===== src/sv/bss_pkg.sv =====
// Types and constants shared by the bucket selection sorter modules.
`timescale 1ns / 1ps
package bss_pkg;

  localparam int VAL_W   = 31;
  localparam int TAG_W   = 3;
  localparam int KEY_W   = TAG_W + VAL_W;
  localparam int BOUND_W = VAL_W + TAG_W;
  localparam int PADDR_W = 3;
  localparam int PDATA_W = 32;

  // Register selected by paddr[2].
  localparam logic REG_BCL2 = 1'b0;
  localparam logic REG_BW   = 1'b1;

  localparam logic [1:0]       BCL2_RESET = 2'd2;
  localparam logic [VAL_W-1:0] BW_RESET   = 31'd536870911;

  typedef struct packed {
    logic load_in;
    logic tag_step;
    logic wr_item;
    logic rd_en;
    logic rd_first;
    logic wr_swap;
    logic emit;
    logic emit_last;
    logic emit_ovf;
  } cmd_t;

  typedef struct packed {
    logic tag_done;
    logic out_busy;
  } sts_t;

endpackage


===== src/sv/bss_ram.sv =====
// Generic simple dual-port RAM with registered read data.
`timescale 1ns / 1ps
module bss_ram #(
  parameter int WIDTH = 34,
  parameter int DEPTH = 16
) (
  input  logic                     clk_i,
  input  logic                     we_i,
  input  logic [$clog2(DEPTH)-1:0] waddr_i,
  input  logic [WIDTH-1:0]         wdata_i,
  input  logic                     re_i,
  input  logic [$clog2(DEPTH)-1:0] raddr_i,
  output logic [WIDTH-1:0]         rdata_o
);

  logic [WIDTH-1:0] mem_q [DEPTH];
  logic [WIDTH-1:0] rdata_q;

  always_ff @(posedge clk_i) begin
    if (we_i) begin
      mem_q[waddr_i] <= wdata_i;
    end
    if (re_i) begin
      rdata_q <= mem_q[raddr_i];
    end
  end

  assign rdata_o = rdata_q;

endmodule


===== src/sv/bss_datapath.sv =====
// Datapath: bucket tag search, key store, minimum scan and output register.
`timescale 1ns / 1ps
module bss_datapath #(
  parameter int MAX_ITEMS   = 16,
  parameter int MAX_BUCKETS = 8
) (
  input  logic                         clk_i,
  input  logic                         rst_ni,
  input  bss_pkg::cmd_t                cmd_i,
  output bss_pkg::sts_t                sts_o,
  input  logic [$clog2(MAX_ITEMS)-1:0] wr_addr_i,
  input  logic [$clog2(MAX_ITEMS)-1:0] rd_addr_i,
  input  logic [1:0]                   bcl2_i,
  input  logic [bss_pkg::VAL_W-1:0]    bw_i,
  input  logic [bss_pkg::VAL_W-1:0]    in_value_i,
  input  logic                         out_ready_i,
  output logic                         out_valid_o,
  output logic [bss_pkg::VAL_W-1:0]    out_value_o,
  output logic [bss_pkg::TAG_W-1:0]    out_bucket_o,
  output logic                         out_last_o,
  output logic                         out_ovf_o
);
  import bss_pkg::*;

  localparam int AW = $clog2(MAX_ITEMS);

  logic [VAL_W-1:0]   v_q;
  logic [TAG_W-1:0]   tag_q;
  logic [BOUND_W-1:0] bound_q;
  logic [3:0]         nb;
  logic [TAG_W-1:0]   nb_m1;

  logic               rd_vld_q, rd_first_q;
  logic [AW-1:0]      rd_idx_q;
  logic [KEY_W-1:0]   rd_data;
  logic [KEY_W-1:0]   best_q, keyi_q;
  logic [AW-1:0]      best_idx_q;

  logic               ram_we;
  logic [AW-1:0]      ram_waddr;
  logic [KEY_W-1:0]   ram_wdata;

  logic               out_valid_q, out_last_q, out_ovf_q;
  logic [VAL_W-1:0]   out_value_q;
  logic [TAG_W-1:0]   out_bucket_q;

  // Number of active buckets, capped by the build-time maximum.
  always_comb begin
    nb = 4'(1) << bcl2_i;
    if (nb > 4'(MAX_BUCKETS)) begin
      nb = 4'(MAX_BUCKETS);
    end
    nb_m1 = TAG_W'(nb - 4'(1));
  end

  // The tag walks upward while the value is at or above the next bucket bound.
  assign sts_o.tag_done = (tag_q == nb_m1) || ({{TAG_W{1'b0}}, v_q} < bound_q);
  assign sts_o.out_busy = out_valid_q && !out_ready_i;

  always_ff @(posedge clk_i) begin
    if (cmd_i.load_in) begin
      v_q     <= in_value_i;
      tag_q   <= '0;
      bound_q <= {{TAG_W{1'b0}}, bw_i};
    end else if (cmd_i.tag_step) begin
      tag_q   <= tag_q + TAG_W'(1);
      bound_q <= bound_q + {{TAG_W{1'b0}}, bw_i};
    end
  end

  assign ram_we    = cmd_i.wr_item || cmd_i.wr_swap;
  assign ram_waddr = cmd_i.wr_swap ? best_idx_q : wr_addr_i;
  assign ram_wdata = cmd_i.wr_swap ? keyi_q : {tag_q, v_q};

  bss_ram #(
    .WIDTH (KEY_W),
    .DEPTH (MAX_ITEMS)
  ) u_ram (
    .clk_i   (clk_i),
    .we_i    (ram_we),
    .waddr_i (ram_waddr),
    .wdata_i (ram_wdata),
    .re_i    (cmd_i.rd_en),
    .raddr_i (rd_addr_i),
    .rdata_o (rd_data)
  );

  always_ff @(posedge clk_i or negedge rst_ni) begin
    if (!rst_ni) begin
      rd_vld_q   <= 1'b0;
      rd_first_q <= 1'b0;
    end else begin
      rd_vld_q   <= cmd_i.rd_en;
      rd_first_q <= cmd_i.rd_first;
    end
  end

  // The first beat of a pass is the entry that moves into the slot of the minimum.
  always_ff @(posedge clk_i) begin
    if (cmd_i.rd_en) begin
      rd_idx_q <= rd_addr_i;
    end
    if (rd_vld_q) begin
      if (rd_first_q) begin
        keyi_q     <= rd_data;
        best_q     <= rd_data;
        best_idx_q <= rd_idx_q;
      end else if (rd_data < best_q) begin
        best_q     <= rd_data;
        best_idx_q <= rd_idx_q;
      end
    end
  end

  always_ff @(posedge clk_i or negedge rst_ni) begin
    if (!rst_ni) begin
      out_valid_q <= 1'b0;
    end else if (cmd_i.emit) begin
      out_valid_q <= 1'b1;
    end else if (out_ready_i) begin
      out_valid_q <= 1'b0;
    end
  end

  always_ff @(posedge clk_i) begin
    if (cmd_i.emit) begin
      out_value_q  <= best_q[VAL_W-1:0];
      out_bucket_q <= best_q[KEY_W-1:VAL_W];
      out_last_q   <= cmd_i.emit_last;
      out_ovf_q    <= cmd_i.emit_ovf;
    end
  end

  assign out_valid_o  = out_valid_q;
  assign out_value_o  = out_value_q;
  assign out_bucket_o = out_bucket_q;
  assign out_last_o   = out_last_q;
  assign out_ovf_o    = out_ovf_q;

endmodule


===== src/sv/bss_ctrl.sv =====
// Controller: item intake, bucket tag search sequencing and selection sort passes.
`timescale 1ns / 1ps
module bss_ctrl #(
  parameter int MAX_ITEMS = 16
) (
  input  logic                         clk_i,
  input  logic                         rst_ni,
  input  logic                         in_valid_i,
  input  logic                         in_last_i,
  output logic                         in_ready_o,
  input  bss_pkg::sts_t                sts_i,
  output bss_pkg::cmd_t                cmd_o,
  output logic [$clog2(MAX_ITEMS)-1:0] wr_addr_o,
  output logic [$clog2(MAX_ITEMS)-1:0] rd_addr_o
);
  import bss_pkg::*;

  localparam int AW = $clog2(MAX_ITEMS);
  localparam int CW = $clog2(MAX_ITEMS + 1);

  typedef enum logic [2:0] {
    ST_IDLE,
    ST_TAG,
    ST_STORE,
    ST_SCAN,
    ST_DRAIN,
    ST_EMIT
  } state_e;

  state_e        state_q;
  logic [CW-1:0] cnt_q, i_q, j_q;
  logic          last_q, drop_q;
  logic          full, fin;

  assign full       = (cnt_q == CW'(MAX_ITEMS));
  assign fin        = ((i_q + CW'(1)) == cnt_q);
  assign in_ready_o = (state_q == ST_IDLE);
  assign wr_addr_o  = cnt_q[AW-1:0];
  assign rd_addr_o  = j_q[AW-1:0];

  always_comb begin
    cmd_o = '0;
    unique case (state_q)
      ST_IDLE: begin
        cmd_o.load_in = in_valid_i;
      end
      ST_TAG: begin
        cmd_o.tag_step = !sts_i.tag_done;
      end
      ST_STORE: begin
        cmd_o.wr_item = !full;
      end
      ST_SCAN: begin
        cmd_o.rd_en    = 1'b1;
        cmd_o.rd_first = (j_q == i_q);
      end
      ST_DRAIN: begin
      end
      ST_EMIT: begin
        if (!sts_i.out_busy) begin
          cmd_o.emit      = 1'b1;
          cmd_o.wr_swap   = 1'b1;
          cmd_o.emit_last = fin;
          cmd_o.emit_ovf  = fin && drop_q;
        end
      end
      default: begin
      end
    endcase
  end

  always_ff @(posedge clk_i or negedge rst_ni) begin
    if (!rst_ni) begin
      state_q <= ST_IDLE;
      cnt_q   <= '0;
      i_q     <= '0;
      j_q     <= '0;
      last_q  <= 1'b0;
      drop_q  <= 1'b0;
    end else begin
      unique case (state_q)
        ST_IDLE: begin
          if (in_valid_i) begin
            last_q  <= in_last_i;
            state_q <= ST_TAG;
          end
        end
        ST_TAG: begin
          if (sts_i.tag_done) begin
            state_q <= ST_STORE;
          end
        end
        ST_STORE: begin
          if (!full) begin
            cnt_q <= cnt_q + CW'(1);
          end else begin
            drop_q <= 1'b1;
          end
          if (last_q) begin
            i_q     <= '0;
            j_q     <= '0;
            state_q <= ST_SCAN;
          end else begin
            state_q <= ST_IDLE;
          end
        end
        ST_SCAN: begin
          j_q <= j_q + CW'(1);
          if ((j_q + CW'(1)) == cnt_q) begin
            state_q <= ST_DRAIN;
          end
        end
        ST_DRAIN: begin
          state_q <= ST_EMIT;
        end
        ST_EMIT: begin
          if (!sts_i.out_busy) begin
            if (fin) begin
              cnt_q   <= '0;
              drop_q  <= 1'b0;
              state_q <= ST_IDLE;
            end else begin
              i_q     <= i_q + CW'(1);
              j_q     <= i_q + CW'(1);
              state_q <= ST_SCAN;
            end
          end
        end
        default: begin
          state_q <= ST_IDLE;
        end
      endcase
    end
  end

endmodule


===== src/sv/bucket_selection_sorter.sv =====
// Bucket selection sorter top level: stream ports, register port, controller and datapath.
// An item that is not last goes through accept, 1 to 8 bucket search steps and store.
// A last item then starts n sort passes over the one-read, one-write key RAM; each pass
// scans its entries, drains the read and emits, and may be held by output stalls. Reset
// clears control state and output valid and loads the registers; stale store entries
// are left and never read.
`timescale 1ns / 1ps
module bucket_selection_sorter #(
  parameter int MAX_ITEMS   = 16,
  parameter int MAX_BUCKETS = 8
) (
  input  logic                          clk_i,
  input  logic                          rst_ni,
  // APB configuration port
  input  logic                          psel,
  input  logic                          penable,
  input  logic                          pwrite,
  input  logic [bss_pkg::PADDR_W-1:0]   paddr,
  input  logic [bss_pkg::PDATA_W-1:0]   pwdata,
  output logic [bss_pkg::PDATA_W-1:0]   prdata,
  output logic                          pready,
  // Input stream
  input  logic                          s_axis_tvalid_i,
  output logic                          s_axis_tready_o,
  input  logic [31:0]                   s_axis_tdata_i,   // [30:0] in_value, [31] zero
  input  logic                          s_axis_tlast_i,
  // Output stream
  output logic                          m_axis_tvalid_o,
  input  logic                          m_axis_tready_i,
  output logic [31:0]                   m_axis_tdata_o,   // [30:0] out_value, [31] zero
  output logic [3:0]                    m_axis_tuser_o,   // [2:0] out_bucket, [3] out_overflow
  output logic                          m_axis_tlast_o
);
  import bss_pkg::*;

  localparam int AW = $clog2(MAX_ITEMS);

  logic [1:0]       bcl2_q;
  logic [VAL_W-1:0] bw_q;
  logic             cfg_we;

  cmd_t             cmd;
  sts_t             sts;
  logic [AW-1:0]    wr_addr, rd_addr;
  logic [VAL_W-1:0] out_value;
  logic [TAG_W-1:0] out_bucket;
  logic             out_ovf;

  assign pready = 1'b1;
  assign cfg_we = psel && penable && pwrite;

  always_ff @(posedge clk_i or negedge rst_ni) begin
    if (!rst_ni) begin
      bcl2_q <= BCL2_RESET;
      bw_q   <= BW_RESET;
    end else if (cfg_we) begin
      unique case (paddr[2])
        REG_BCL2: bcl2_q <= pwdata[1:0];
        REG_BW:   bw_q   <= pwdata[VAL_W-1:0];
        default: begin
        end
      endcase
    end
  end

  always_comb begin
    unique case (paddr[2])
      REG_BCL2: prdata = {{(PDATA_W-2){1'b0}}, bcl2_q};
      REG_BW:   prdata = {{(PDATA_W-VAL_W){1'b0}}, bw_q};
      default:  prdata = '0;
    endcase
  end

  bss_ctrl #(
    .MAX_ITEMS (MAX_ITEMS)
  ) u_ctrl (
    .clk_i      (clk_i),
    .rst_ni     (rst_ni),
    .in_valid_i (s_axis_tvalid_i),
    .in_last_i  (s_axis_tlast_i),
    .in_ready_o (s_axis_tready_o),
    .sts_i      (sts),
    .cmd_o      (cmd),
    .wr_addr_o  (wr_addr),
    .rd_addr_o  (rd_addr)
  );

  bss_datapath #(
    .MAX_ITEMS   (MAX_ITEMS),
    .MAX_BUCKETS (MAX_BUCKETS)
  ) u_dp (
    .clk_i        (clk_i),
    .rst_ni       (rst_ni),
    .cmd_i        (cmd),
    .sts_o        (sts),
    .wr_addr_i    (wr_addr),
    .rd_addr_i    (rd_addr),
    .bcl2_i       (bcl2_q),
    .bw_i         (bw_q),
    .in_value_i   (s_axis_tdata_i[VAL_W-1:0]),
    .out_ready_i  (m_axis_tready_i),
    .out_valid_o  (m_axis_tvalid_o),
    .out_value_o  (out_value),
    .out_bucket_o (out_bucket),
    .out_last_o   (m_axis_tlast_o),
    .out_ovf_o    (out_ovf)
  );

  assign m_axis_tdata_o = {1'b0, out_value};
  assign m_axis_tuser_o = {out_ovf, out_bucket};

endmodule


===== config.mk =====
export PLATFORM = sky130hd
export DESIGN_NAME = bucket_selection_sorter
export DESIGN_NICKNAME = d
export VERILOG_FILES = /design/src/sv/bss_pkg.sv /design/src/sv/bss_ram.sv /design/src/sv/bss_datapath.sv /design/src/sv/bss_ctrl.sv /design/src/sv/bucket_selection_sorter.sv
export SDC_FILE = /design/constraint.sdc
export NUM_CORES = 1
export LEC_CHECK = 0
export BUFFER_PORTS_ARGS = -buffer_cell sky130_fd_sc_hd__buf_4
export CORE_ASPECT_RATIO = 0.5
export CORE_MARGIN = 5
export CORE_UTILIZATION = 53
export CTS_BUF_LIST = sky130_fd_sc_hd__clkbuf_4 sky130_fd_sc_hd__clkbuf_8
export CTS_CLUSTER_SIZE = 16
export DETAILED_ROUTE_END_ITERATION = 8
export GPL_TIMING_DRIVEN = 0
export PLACE_DENSITY = 0.75
export SETUP_SLACK_MARGIN = 0.4
export SKIP_CTS_REPAIR_TIMING = 1
export SLEW_MARGIN = 20
export SYNTH_ARGS = -nofsm -noshare
export SYNTH_HDL_FRONTEND = slang
export SYNTH_SLANG_ARGS = --single-unit

===== constraint.sdc =====
create_clock -name clk_i -period 6.53 [get_ports clk_i]
set_input_delay 0.9795 -clock clk_i [delete_from_list [all_inputs] [get_ports clk_i]]
set_output_delay 0.9795 -clock clk_i [all_outputs]
set_load 0.01 [all_outputs]

After elaboration in Yosys (flattened, before gate mapping):

Memories as Yosys holds them, arrays and structs flattened. A register that Yosys moved wholly into a read port is not among the register bits.
Cells that the tools add are included.

* RAM bits: 544
* output and inout port bits: 72
* memories: 1
* input port bits: 75
* bits in registers: 236

Memory list
* u_dp.u_ram.mem_q: words 16, width 34, read ports 1, clocked after Yosys merged registers in 1, wr ports 1, line bss_ram.sv:16 `logic [WIDTH-1:0] mem_q [DEPTH];`

* equality and inequality tests: 19
* add/sub/neg operators: 6
* bitwise logic cells: 2
* order comparisons: 3
* shift-type cells: 1
* mux-type cells: 40
* reduce and logical (&&, ||, !) cells: 26

Operator list (number)
* $mux 34: 3
* $pmux 32 s2: 1
* $mux 31: 2
* $add 34x31->34: 1
* $lt 31x34->1: 1
* $lt 34x34->1: 1
* $mux 5: 6
* $mux 4: 5
* $pmux 5 s2: 2
* $reduce_and 4->1: 5
* $pmux 3 s6: 1
* $add 5x1->5 const B: 3
* $eq 5x5->1: 3
* $mux 3: 5
* $pmux 5 s3: 1
* $mux 1: 10
* $ne 2x1->1 const B: 5
* $reduce_and 2->1: 5
* $ne 2x2->1 const B: 4
* $reduce_bool 2->1: 4
* $eq 3x2->1 const B: 2
* $eq 3x3->1 const B: 2
* $mux 2: 3
* $eq 5x5->1 const B: 1
* other kinds (14): 21

Depth between registers and ports, before layout:

* depth after elaboration: 10
* mapped depth: 10

By module:

A second synthesis with hierarchy kept.

* cells, all modules: 1977
* area total of the unflattened synthesis: 34449.3 sq um

By module, submodules not included
* bss_ram: area an instance 21416.8 sq um, times used 1, cells each 888, seq. area each 17356.6 sq um
* bss_datapath: area an instance 9675.5 sq um, times used 1, cells each 779, seq. area each 5420.2 sq um
* bss_ctrl: area an instance 1701.6 sq um, times used 1, cells each 199, seq. area each 500.5 sq um
* bucket_selection_sorter: area an instance 1655.3 sq um, times used 1, cells each 111, seq. area each 863.3 sq um

Worst setup path before layout:

Ideal clock, no wire load.

* path type: register to register
* start: register u_dp.u_ram.rdata_q[19], in the netlist u_dp.u_ram.rdata_o[19], read port of u_dp.u_ram.mem_q
* end: register u_dp.best_idx_q[0], enable pin
* clock period less this slack: 4.181 ns
* arrival time: 3.735 ns
* cell stages (with the launch flop): 10
* path slack: 2.349 ns
* setup time: 0.446 ns
* path buffers: 0
* path through: edfxtp_1 -> ha_1 -> a21o_1 -> a21o_1 -> a21o_1 -> a21oi_1 -> o221ai_1 -> a2111oi_0 -> o21ai_0 -> a21oi_1

* cells in the longest elaborated chain, start to end: 3

Ends and longest elaborated chain
* from (decl): line bss_ram.sv:17 `logic [WIDTH-1:0] rdata_q;`
* $lt 34x34->1: line bss_datapath.sv:108 `end else if (rd_data < best_q) begin`
* $reduce_bool 2->1 (no line)
* $reduce_and 2->1 (no line)
* to (signal assigned): line bss_datapath.sv:107 `best_idx_q <= rd_idx_q;`
* to (signal assigned): line bss_datapath.sv:110 `best_idx_q <= rd_idx_q;`
* to (decl): line bss_datapath.sv:37 `logic [AW-1:0] best_idx_q;`

Every way passes these cells.
A chain may end at the register's enable or synchronous reset.

Worst setup path after layout:

* start: register u_dp.u_ram.rdata_q[19], in the netlist u_dp.u_ram.rdata_o[19], read port of u_dp.u_ram.mem_q
* end: register u_dp.best_q[20], enable pin

* cells in the longest elaborated chain, start to end: 3

Ends and longest elaborated chain
* $lt 34x34->1: line bss_datapath.sv:108
* $reduce_bool 2->1 (no line)
* $reduce_and 2->1 (no line)
* to (signal assigned): line bss_datapath.sv:106 `best_q <= rd_data;`
* to (signal assigned): line bss_datapath.sv:109 `best_q <= rd_data;`
* to (decl): line bss_datapath.sv:36 `logic [KEY_W-1:0] best_q, keyi_q;`

Every way passes these cells.

==> impl_metrics.py <==
metrics = {
    "outcome": {
        "outcome": "completed",
    },
    "timing": {
        "fin_crit_ps": 4370,
        "tightest_slew_ps": 1090,
        "slew_headroom": 0.274,
        "post-route-period-util": 0.669,
        "rsz0062_at_grt": "no",
        "hold_viol": 0,
        "finalSetupViolCount": 0,
        "whs_ps": 280,
        "finalWorstSetupSlack_ps": 2160,
        "clock_skew_ps": 38.5,
        "slew_viol_final": 0,
        "fmax_mhz": 229,
    },
    "final_layout": {
        "regArea_mm2": 0.0241,
        "multi_input_area_mm2": 0.00919,
        "area_growth_pct": 15.5,
        "final_common_cell": "edfxtp_1",
        "fill_cells": 4327,
        "final_nets": 2374,
        "utilization": 0.619,
        "drive_gt1_frac": 0.284,
        "antenna_cells": 0,
        "layout_common_cells": "752 x edfxtp_1, 170 x mux4_2, 164 x nand2_1",
    },
    "placed_design": {
        "hpwl_mm": 55.3,
        "port-buffer-count": 139,
        "pre_cts_slack_ps": 2140,
        "gp_congestion": 0.903,
    },
    "synth": {
        "netlist.top_cell.by_area": "edfxtp_1",
        "syn_inst": 1913,
        "synth-main-ff-cell": "edfxtp_1",
        "async_flop_share": 0.0688,
        "yosys_warnings": 0,
        "seq_area_frac_synth": 0.713,
        "syn_area_per_cell_um2": 17.7,
        "synthTopCellsByArea": "edfxtp_1 67%, mux4_2 11%, ha_1 3.7%",
        "synth_cell_types": 80,
        "synth_top_area_share": 0.667,
        "synth-edff-count": 752,
        "syn-cell-area_mm2": 0.0339,
        "ys_seq_elements": 814,
    },
    "clock_tree": {
        "cts-root-buf": "clkbuf_8",
        "path_clk_slew_ps": 70,
        "htreeDepth": 3,
        "cts.sinks": 814,
        "clkLatencyLatePin_ps": 740,
        "clk_path_buf_depth": 3,
        "cts_buffers": 110,
        "cts_tree": "done",
    },
    "global_routing": {
        "grt_pass1_wl_mm": 121,
        "globalRoute.totalOverflow": 0,
        "antenna_found_initial": 1,
        "top_usage_layer": "met2",
        "first_global_vias": 19200,
        "grtUsageMet2": 0.380,
        "grt_use_met3": 0.0716,
        "grt_max_degree": 57,
        "grt_util_all_layers": 0.236,
        "use_met1": 0.314,
    },
    "setup_path": {
        "crit_required_ps": 6950,
        "path_cells": "ha_1, a21o_1, a21o_1, a21o_1, a21oi_1, o221ai_1, a2111oi_1, o21ai_0, a21oi_4, buf_16",
        "crit_type": "reg -> reg",
        "slowest_delay_ps": 910,
        "endpoint_kind": "flip-flop",
        "critPathTopFamily": "compound AO/OA/AOI/OAI gates",
        "critPathArrivalTime_ps": 4790,
        "crit_path_max_fanout": 18,
        "cpMaxStageDelayCell": "a2111oi_1",
        "start_kind": "flip-flop",
        "cp_num_buf_inv": 1,
        "crit_path_frequent_cell": "a21o_1",
    },
    "floorplanning": {
        "ios": 147,
        "die_h_um": 189,
        "coreArea_mm2": 0.0632,
        "die_w_um": 368,
        "num_rows": 65,
        "start_util": 0.536,
        "die_area_mm2": 0.0694,
    },
    "detailed_routing": {
        "drt_iter0_drc": 2060,
        "wl_per_cell_um": 25.9,
        "drt-pass1-iter-count": 5,
        "totalWireLength_mm": 81.0,
        "antenna_left": 0,
        "remaining_drc_errors": 0,
        "vias": 18700,
        "vias_per_cell": 6.00,
    },
    "worst_hold_path": {
        "min_path_type": "in -> async",
    },
    "flow_run": {
        "max_cap_viol_count": 0,
    },
    "power_and_ir_drop": {
        "power.leakage_nw": 13.7,
        "vdd_ir_drop_max_mv": 0.176,
        "power.density_mw_per_mm2": 401,
    },
}
layer usage:
metal  routed length (um)  vias to the layer above
li1                     -                     8064
met1                31500                     9580
met2                38600                      950
met3                 8600                      145
met4                 2190                        2
met5                   11                        -
final cells by class:
class | count | area share
Clock inverter | 46 | 0.00749
Sequential cell | 814 | 0.617
Clock buffer | 152 | 0.0477
Buffer | 81 | 0.00921
Multi-Input combinational cell | 934 | 0.235
Inverter | 85 | 0.00822
Tap cell | 837 | 0.0268
Timing Repair Buffer | 173 | 0.0484
synthesized netlist by cell type, drive strengths merged (8+ instances only):
cell type / count
a21oi: 68
a21o: 35
nand4: 12
o31ai: 11
nand3: 19
nor3: 13
clkbuf: 44
dfrtp: 26
dfstp: 30
edfxtp: 752
nand2: 164
mux4: 170
o21ai: 45
nand2b: 8
xor2: 19
buf: 37
and2: 36
ha: 99
mux2: 38
xnor2: 27
inv: 85
nor2: 70
cell families (layout without fill, tap and decap cells):
family / Yosys count / in the layout / synth area share
flops: 814 / 814 / 0.713
buf+inv: 166 / 537 / 0.0199
other cells: 2 / 3 / 0.000222
fa+ha+maj: 100 / 100 / 0.0372
simple gates: 359 / 359 / 0.0490
xor+xnor: 48 / 48 / 0.0137
mux: 210 / 210 / 0.126
compound gates: 214 / 214 / 0.0410
flip-flops by register name, indices dropped and copies added, names as in the netlist, 5 cells and up:
signal / cells
u_ctrl.cnt_q: 5
u_ctrl.j_q: 5
u_dp.out_value_o: 31
u_dp.best_q: 34
bw_q: 31
u_dp.u_ram.rdata_o: 34
u_ctrl.i_q: 5
u_dp.bound_q: 34
u_dp.u_ram.mem_q: 544
u_dp.keyi_q: 34
u_dp.v_q: 31
worst reg2reg max path: stages, from the launching register on:
cell and delay (ps):
edfxtp_1 440, ha_1 320, a21o_1 190, a21o_1 170
a21o_1 170, a21oi_1 180, o221ai_1 300, a2111oi_1 910
o21ai_0 640, a21oi_4 490, buf_16 220
where the power goes:
group          switching, mW  internal (mW)  total, mW
clock                   1.91           1.94       3.85
combinational           2.73           1.85       4.58
sequential             0.363           6.89       7.25
total                   5.00           10.7       15.7
through the flow:
stage	std cells	total power, mW	TNS, ps	area (um^2)
6_report	3122	15.7	0	39100
4_1_cts	3122	15.7	0	39100
5_1_grt	3122	16.5	0	39100
3_3_place_gp	2890	11.6	-42260	36000
3_5_place_dp	2924	11.9	0	37000
2_1_floorplan	1914	10.2	0	33900
final timing paths:
path,startpoint,end,slack [ps],cells after the start
setup / recovery,u_dp.u_ram.rdata_o[19]$_DFFE_PP_,u_dp.best_q[20]$_DFFE_PP_,2160,10
min in group clk_i,s_axis_tdata_i[26],u_dp.v_q[26]$_DFFE_PP_,410,1
setup reg to reg,u_dp.u_ram.rdata_o[19]$_DFFE_PP_,u_dp.best_q[20]$_DFFE_PP_,2160,10
hold / removal,rst_ni,u_dp.rd_first_q$_DFF_PN0_,280,1
max in group asynchronous,rst_ni,bw_q[29]$_DFFE_PN0P_,5660,1
hold reg to reg,u_dp.rd_idx_q[2]$_DFFE_PP_,u_dp.best_idx_q[2]$_DFFE_PP_,440,0
Note: power is estimated with default switching activity, not from simulation.
